===== src/hw/rtl/sts_pkg.sv =====
// Package: shared types, constants and word formats of the tensor smoothing block.
`timescale 1ns / 1ps
`default_nettype none
package sts_pkg;
	localparam int COMPONENTS_DEF = 6;
	localparam int FRAC_BITS_DEF  = 16;
	localparam int ACC_WIDTH_DEF  = 64;
	localparam int MIN_DEN_W      = 31;
	localparam logic [MIN_DEN_W-1:0] MIN_DEN_RESET = 31'd1;

	typedef struct packed {
		logic [2:0]         own_type;
		logic [2:0]         nbr_type;
		logic [30:0]        nbr_mass;
		logic [30:0]        nbr_density;
		logic signed [31:0] kernel_weight;
		logic signed [31:0] comp_0;
		logic signed [31:0] comp_1;
		logic signed [31:0] comp_2;
		logic signed [31:0] comp_3;
		logic signed [31:0] comp_4;
		logic signed [31:0] comp_5;
		logic               last_neighbour;
	} in_word_t;

	typedef struct packed {
		logic signed [31:0] avg_0;
		logic signed [31:0] avg_1;
		logic signed [31:0] avg_2;
		logic signed [31:0] avg_3;
		logic signed [31:0] avg_4;
		logic signed [31:0] avg_5;
		logic               updated;
	} out_word_t;

	// Classified word handed from the front to the back through the queue.
	typedef struct packed {
		logic                         match;
		logic                         last;
		logic [30:0]                  mass;
		logic [30:0]                  density;
		logic signed [31:0]           weight;
		logic [COMPONENTS_DEF*32-1:0] comps;
	} job_t;
endpackage
`default_nettype wire


===== src/hw/rtl/sts_front.sv =====
// Front end: accepts neighbour words, classifies them and queues them for the back end.
`timescale 1ns / 1ps
`default_nettype none
module sts_front
	import sts_pkg::*;
(
	input  wire logic     clk,
	input  wire logic     arst_n,
	input  wire in_word_t in_data,
	input  wire logic     in_valid,
	output logic          in_ready,
	output job_t          job,
	output logic          job_valid,
	input  wire logic     job_ready
);
	job_t       mem_q [2];
	logic       wp_q, rp_q;
	logic [1:0] cnt_q;
	logic       push, pop;
	job_t       j;

	assign in_ready  = (cnt_q != 2'd2);
	assign job_valid = (cnt_q != 2'd0);
	assign job       = mem_q[rp_q];
	assign push      = in_valid && in_ready;
	assign pop       = job_valid && job_ready;

	always_comb begin
		j.match   = (in_data.own_type == in_data.nbr_type);
		j.last    = in_data.last_neighbour;
		j.mass    = in_data.nbr_mass;
		j.density = in_data.nbr_density;
		j.weight  = in_data.kernel_weight;
		j.comps   = {in_data.comp_5, in_data.comp_4, in_data.comp_3,
			in_data.comp_2, in_data.comp_1, in_data.comp_0};
	end

	always_ff @(posedge clk) begin
		if (push) mem_q[wp_q] <= j;
	end

	always_ff @(posedge clk or negedge arst_n) begin
		if (!arst_n) begin
			wp_q <= 1'b0; rp_q <= 1'b0; cnt_q <= 2'd0;
		end else begin
			if (push) wp_q <= ~wp_q;
			if (pop) rp_q <= ~rp_q;
			case ({push, pop})
				2'b10: cnt_q <= cnt_q + 2'd1;
				2'b01: cnt_q <= cnt_q - 2'd1;
				default: cnt_q <= cnt_q;
			endcase
		end
	end
endmodule
`default_nettype wire


===== config.mk =====
export PLATFORM = sky130hd
export DESIGN_NAME = sts_front
export DESIGN_NICKNAME = d
export VERILOG_FILES = /design/src/hw/rtl/sts_pkg.sv /design/src/hw/rtl/sts_front.sv
export SDC_FILE = /design/constraint.sdc
export NUM_CORES = 1
export LEC_CHECK = 0
export BUFFER_PORTS_ARGS = -buffer_cell sky130_fd_sc_hd__clkbuf_2
export CAP_MARGIN = 20
export CORE_AREA = 2 2 226 228
export DETAILED_ROUTE_END_ITERATION = 16
export DIE_AREA = 0 0 228 230
export HOLD_SLACK_MARGIN = 0.15
export PLACE_DENSITY_LB_ADDON = 0.3
export SLEW_MARGIN = 10
export SYNTH_ARGS = -nofsm -noshare
export SYNTH_HDL_FRONTEND = slang
export SYNTH_SLANG_ARGS = --single-unit

===== constraint.sdc =====
create_clock -name clk -period 29.4 [get_ports clk]
set_input_delay 0 -clock clk [delete_from_list [all_inputs] [get_ports clk]]
set_output_delay 0 -clock clk [all_outputs]
set_load 0.1 [all_outputs]

==> metrics.cfg, run 1 <==
[status]
lastStage = clock tree synthesis
status = stopped before the end
tool.error = [ERROR RSZ-0060] Max buffer count reached.

[yosys]
ys_seq_area_share_pct = 79.7
synthAdderAreaFrac_pct = 0.0573
synthXorXnorAreaFrac_pct = 0.321
synth-compound-area-share_pct = 0
synth_common_cells = edfxtp_1, mux2_4, mux2_2
synth-edff-count = 576
muxShareOfSynthArea_pct = 18.3
ys_top_cells_by_area = edfxtp_1, mux2_4, mux2_2, buf_6, dfrtp_1
syn_inst = 917
synthArstFlopShare_pct = 0.690
yosysUniqueCellTypes = 16
yosysTopAreaCellShare_pct = 79.2
syn_area_sq_um = 21800
synthSimpleGateAreaFrac_pct = 0.189
synth_ff_type = edfxtp_1
syn_nets = 1215
synth_top_family_by_area = multiplexers
ys_ff_latch = 580
syn_avg_cell_area_sq_um = 23.8
synth.most_common_cell = edfxtp_1
yosys.area.top_type = edfxtp_1
ys_warn_count = 0

[floorplanning]
num_io_pins = 587
die_height_microns = 230
placementRows = 82
die_w_microns = 228
start_util_pct = 43.8

[clock_network]
ctsResizeCount = 0
cts.path.max_buffers = 3
clock_sinks = 580
cts_buffers = 57
holdBufCountCts = 453
cts_setup_buffers = 0
clock-root-buffer = clkbuf_16
h-tree-depth = 2

[placement]
dp_hpwl_microns = 32800
gp_congestion = 0.817
io_buffers = 586

## kinds of logic after synthesis
| kind of cell | count (synthesis) |
|---|---|
| xor+xnor | 8 |
| mux | 288 |
| fa+ha+maj | 1 |
| simple gates | 8 |
| buf+inv | 32 |
| flops | 580 |
## per-stage QoR
stage / setup slack [ns] / cell area, sq um / util (%) / cells / hold WS [ns]
floorplan: 15.01 / 21800 / - / 917 / -0.296
global placement: 25.11 / 25400 / 50.9 / 2156 / -0.187
detailed placement: 25.09 / 25400 / 50.9 / 2156 / -0.186
==> run 2: changes to the inputs <==
- CORE_AREA: 2 2 226 228 -> unset
- CORE_MARGIN: unset -> 2
- CORE_UTILIZATION: unset -> 40
- DIE_AREA: 0 0 228 230 -> unset
- HOLD_SLACK_MARGIN: 0.15 -> unset
- PLACE_DENSITY_LB_ADDON: 0.3 -> 0.15
==> metrics.cfg, run 2 <==
[timing]
final.setup.tns_ns = 0
maxSlewViolCount = 0
finalSetupViolCount = 0
hold_viol = 0
skew_ns = 0.0207
fin_ws_ns = 25.12
worst_slew_pin_slew_ns = 1.14
timing.final.crit_period_ns = 4.28
relSlewSlack_pct = 24.1
clock.fmax_mhz = 234
hold_slack_ns = 0.114
rsz0062_at_grt = false
layout_worst_path_cycle_share_pct = 14.6

[placement]
post-place-ws_ns = 25.77  ; +0.681 ns
gp_congestion = 0.815  ; -0.27%
dp_hpwl_microns = 34200  ; +4.3%
place_area_sq_um = 25400  ; +0.11%
io_buffers = 586  ; unchanged

[final_layout]
final_cell_mix = clkbuf_2, edfxtp_1, dlygate4sd3_1
design_area_sq_um = 30400
final_common_cell = clkbuf_2
top_register = mem_q
drive_gt1_share_pct = 52.0
top_regs = mem_q x576, cnt_q x2
area.growth.synth_to_final_pct = 39.4
final_nets = 2136
largest_register_ffs = 576

[clock_network]
clock_sinks = 580  ; unchanged
clk_pin_slew_ns = 0.06
h-tree-depth = 2  ; unchanged
ctsResizeCount = 0  ; unchanged
cts_setup_buffers = 0  ; unchanged
cts.path.max_buffers = 3  ; unchanged
clock-root-buffer = clkbuf_16
worst_skew_pair.late_latency_ns = 0.61
cts_buffers = 60  ; +5.3%
cts_tree = yes

[floorplanning]
num_io_pins = 587  ; unchanged
start_util_pct = 40.5  ; -3.3 points
die_w_microns = 238  ; +4.2%
die-area_sq_um = 56500
die_height_microns = 238  ; +3.3%
placementRows = 85  ; +3.7%
coreArea_sq_um = 53900

[yosys]
yosysTopAreaCellShare_pct = 79.2  ; unchanged
syn_inst = 917  ; unchanged
synth_ff_type = edfxtp_1
yosys.area.top_type = edfxtp_1
yosysUniqueCellTypes = 16  ; unchanged
ys_warn_count = 0  ; unchanged
syn_avg_cell_area_sq_um = 23.8  ; unchanged
synth_common_cells = edfxtp_1, mux2_4, mux2_2
syn_nets = 1215  ; unchanged
synthArstFlopShare_pct = 0.690  ; unchanged
synth.most_common_cell = edfxtp_1
syn_area_sq_um = 21800  ; unchanged
synth-edff-count = 576  ; unchanged
ys_top_cells_by_area = edfxtp_1, mux2_4, mux2_2, buf_6, dfrtp_1
ys_seq_area_share_pct = 79.7  ; unchanged
ys_ff_latch = 580  ; unchanged

[global_routing]
use_met3_pct = 4.77
grtUsageMet1_pct = 20.5
grt_use_total_pct = 17.4
top_usage_layer = met2
grt_pass1_wl_microns = 74500
antenna_found_initial = 6
grt-ovfl-total = 0
grt_pass1_vias = 12600
grtUsageMet2_pct = 30.9
grt_max_degree = 148

[setup_path]
crit_path_end_kind = primary output
crit_arrival_ns = 4.28
cpPeakStageDelay_ns = 0.98
startpoint_type = register
critPathKind = reg -> out
r2r_cells = 4
slowest_stage = dfrtp_4
r2r_start = cnt_q[0]$_DFFE_PN0P_
required_ns = 29.40
reg2reg_slack_ns = 26.01
path_cells = buf_12, buf_4, mux2_2, clkbuf_2
crit_start = rp_q$_DFFE_PN0P_
r2r-end = mem_q[1][128]$_DFFE_PP_
path_max_fanout = 147

[hold_path]
min_path_type = in -> reg
whs_path_depth = 2
hold_start = in_data[277]
hold_end = mem_q[1][276]$_DFFE_PP_

[route]
dr.pass1.iters = 4
vias = 11900
avgRoutedWirePerCell_microns = 19.6
route.detailed.drc = 0
first_iter_violations = 552
routed_wirelength_microns = 50700
ant_nets = 0
via_per_inst = 4.60

[job]
maxCapViolCount = 0

[status]
status = finished, final reports clean

[run 2: cell counts after synthesis]
No cell type changed its count.
[run 2: per-layer routing]
layer,routed length [microns],vias to the layer above
li1,-,5526
met1,19900,5933
met2,26400,370
met3,3130,81
met4,1280,4
met5,30,-
[run 2: logic make-up after synthesis]
kind of cell,after synthesis,share of synthesized area (%)
xor gates and xnor gates,8,0.321
adders and majority gates,1,0.0573
buffers and inverters,32,1.45
DFF,580,79.7
muxes,288,18.3
and+or+nand+nor,8,0.189
[run 2: stage by stage]
step / std cells / utilization (%)
after floorplan: 917 / -
after global placement: 2178 / 47.2
after global routing: 2590 / 56.5
after CTS: 2585 / 56.4
after detailed placement: 2178 / 47.2
final: 2590 / 56.5
[run 2: final cells by class]
cell class                 count  area, sq um
fill                        4289        23500
sequential                   580        17400
timing repair buffer         891         5970
multi-input combinational    305         4130
clock buffer                  65         1540
tap                          696          871
clock inverter                48          514
antenna                        5         12.5
[run 2: worst max-delay path, delay by kind of cell, from the launching register on]
kind                   cells  cell delay, ns
buffers and inverters      3            1.91
DFF                        1            0.98
muxes                      1            0.42
[run 2: what timing repair did]
action,4_1_cts,5_1_grt
hold buffers,294,0
endpoints found under the hold margin,599,0
setup endpoints to repair,0,0
[run 2: worst max path at each step]
| stage | end | slack, ns |
|---|---|---|
| final | job[287] | 25.12 |
| after global routing | job[287] | 24.93 |
| after CTS | job[287] | 25.09 |
| after detailed placement | job[287] | 25.77 |
| after global placement | job[287] | 25.82 |
| after floorplan | mem_q[0][0]$_DFFE_PP_ | 15.01 |
Power of run 2 is left out: the tool's default activity adds up to more than one toggle a clock period on the data nets, which glitch-free logic cannot reach.
==> run 3: changes to the inputs <==
- ABC_AREA: unset -> 1
- clock period: 29.4 -> 4.3 ns (I/O delays scaled with it)
==> metrics.cfg, run 3 <==
[timing]
worst_slew_pin_slew_ns = 0.976  ; -0.163 ns
fin_ws_ns = 0.978  ; -24.14 ns
hold_viol = 0  ; unchanged
maxSlewViolCount = 0  ; unchanged
rsz0062_at_grt = false
hold_slack_ns = 0.131  ; +0.0167 ns
timing.final.crit_period_ns = 3.32
clock.fmax_mhz = 301
finalSetupViolCount = 0  ; unchanged
skew_ns = 0.0126  ; -0.00808 ns
final.setup.tns_ns = 0  ; unchanged
layout_worst_path_cycle_share_pct = 77.3
relSlewSlack_pct = 34.9  ; +11 points

[yosys]
syn_area_sq_um = 21100  ; -3.3%
ys_ff_latch = 580  ; unchanged
syn_avg_cell_area_sq_um = 13.7  ; -42%
synth-edff-count = 576  ; unchanged
yosysUniqueCellTypes = 15  ; -1
syn_nets = 1840  ; +51%
synth_ff_type = edfxtp_1
synth_common_cells = nand2_1, edfxtp_1, buf_2
ys_warn_count = 0  ; unchanged
yosys.area.top_type = edfxtp_1
synthArstFlopShare_pct = 0.690  ; unchanged
syn_inst = 1542  ; +68%
ys_top_cells_by_area = edfxtp_1, nand2_1, buf_2, dfrtp_1, clkbuf_1
synth.most_common_cell = nand2_1
yosysTopAreaCellShare_pct = 81.9  ; +2.7 points
ys_seq_area_share_pct = 82.4  ; +2.7 points

[hold_path]
min_path_type = in -> reg
whs_path_depth = 2  ; unchanged

[global_routing]
grt-ovfl-total = 0  ; unchanged
grt_pass1_vias = 14300  ; +14%
antenna_found_initial = 13  ; +7
grt_pass1_wl_microns = 83000  ; +11%
grt_max_degree = 153  ; +3.4%
grt_use_total_pct = 20.2  ; +2.8 points

[floorplanning]
die-area_sq_um = 54600  ; -3.2%
placementRows = 84  ; -1.2%
num_io_pins = 587  ; unchanged
die_w_microns = 234  ; -1.6%
start_util_pct = 40.3  ; -0.15 points
coreArea_sq_um = 52300  ; -2.9%
die_height_microns = 234  ; -1.6%

[route]
via_per_inst = 4.59  ; -0.22%
routed_wirelength_microns = 57700  ; +14%
avgRoutedWirePerCell_microns = 18.1  ; -7.5%
ant_nets = 0  ; unchanged
dr.pass1.iters = 5  ; +1
route.detailed.drc = 0  ; unchanged
first_iter_violations = 843  ; +53%
vias = 14600  ; +23%

[status]
status = finished, final reports clean

[placement]
io_buffers = 586  ; unchanged
post-place-ws_ns = 1.61  ; -24.17 ns
dp_hpwl_microns = 38200  ; +12%
gp_congestion = 0.854  ; +4.8%
place_inst = 2778  ; +28%

[final_layout]
stdcell_count = 3190  ; +23%
fillers = 4369  ; +1.9%
top_regs = mem_q x576, cnt_q x2
drive_gt1_share_pct = 27.8  ; -24 points
top_register = mem_q
final_common_cell = nand2_1
area.growth.synth_to_final_pct = 40.7
largest_register_ffs = 576  ; unchanged
final_nets = 2745  ; +29%
final_cell_mix = nand2_1, clkbuf_2, edfxtp_1

[setup_path]
startpoint_type = register
reg2reg_slack_ns = 1.99  ; -24.02 ns
crit_arrival_ns = 3.32  ; -0.96 ns
r2r_start = rp_q$_DFFE_PN0P_
r2r_cells = 4  ; unchanged
r2r-end = rp_q$_DFFE_PN0P_
crit_start = rp_q$_DFFE_PN0P_
crit_path_end_kind = primary output
critPathKind = reg -> out
required_ns = 4.30  ; -25.10 ns
endpoint = job[82]
path_max_fanout = 129  ; -12%

[clock_network]
cts.path.max_buffers = 3  ; unchanged
cts_tree = yes
h-tree-depth = 2  ; unchanged
clock_sinks = 580  ; unchanged
clock-root-buffer = clkbuf_16
clk_pin_slew_ns = 0.06  ; about the same
worst_skew_pair.late_latency_ns = 0.60  ; about the same
cts_buffers = 60  ; unchanged

[job]
maxCapViolCount = 0  ; unchanged

-- run 3: cell count changes after synthesis, sizes merged, moves of 4 or more --
cell	change
buf	+19
clkbuf	+12
inv	+9
mux2	-288
nand2	+878
xor2	-4
-- run 3: cell families after synthesis --
logic type / after synthesis / synth area share [%]
compound gates: 1 / 0.0237
xor+xnor: 3 / 0.124
fa+ha+maj: 1 / 0.0593
buf+inv: 72 / 1.63
flops: 580 / 82.4
simple gates: 885 / 15.8
-- run 3: worst min-delay path by stage --
| stage | slack (ns) | to | from |
|---|---|---|---|
| 2_1_floorplan | -0.30 | cnt_q[0]$_DFFE_PN0P_ | arst_n |
| 3_3_place_gp | -0.18 | rp_q$_DFFE_PN0P_ | arst_n |
| 3_5_place_dp | -0.17 | rp_q$_DFFE_PN0P_ | arst_n |
| 4_1_cts | 0.08 | mem_q[1][155]$_DFFE_PP_ | in_data[60] |
| 5_1_grt | 0.11 | mem_q[1][158]$_DFFE_PP_ | in_data[63] |
| 6_report | 0.13 | mem_q[1][157]$_DFFE_PP_ | in_data[62] |
-- run 3: metrics by stage --
step / utilization, % / instance area [sq um]
after CTS: 56.7 / 29700
after detailed placement: 47.6 / 24900
after global placement: 47.6 / 24900
after floorplan: - / 21200
after global routing: 56.8 / 29700
final: 56.8 / 29700
-- run 3: area by class of cell --
cell class	instances	area, sq um	area share, %
well taps	688	861	2.90
clock inverters	35	231	0.779
diodes	9	22.5	0.0758
repair buffers	906	6160	20.7
multi-input cells	890	3420	11.5
flip-flops and latches	580	17400	58.6
inverters	9	41.3	0.139
clock buffers	73	1570	5.29
-- run 3: worst max-delay path, stage by stage (launching register included) --
cell	delay, ns
dfrtp_4	0.74
inv_8	0.63
buf_4	0.46
nand2_1	0.09
nand2_1	0.11
clkbuf_2	0.47
-- run 3: what timing repair did --
action,in CTS,in global routing
gates resized for setup,0,0
hold endpoints to repair,593,0
hold buffers,295,0
setup buffers,0,0
-- run 3: metal layers --
| layer | global-route usage [%] | wire (microns) | vias up |
|---|---|---|---|
| met2 | 33.4 | 28300 | 492 |
| met1 | 25.3 | 23200 | 7010 |
| li1 | - | - | 7050 |
| met4 | 5.78 | 1170 | 6 |
| met3 | 6.77 | 5080 | 83 |
| met5 | 0 | 41 | - |
Power of run 3 is left out for the same reason.
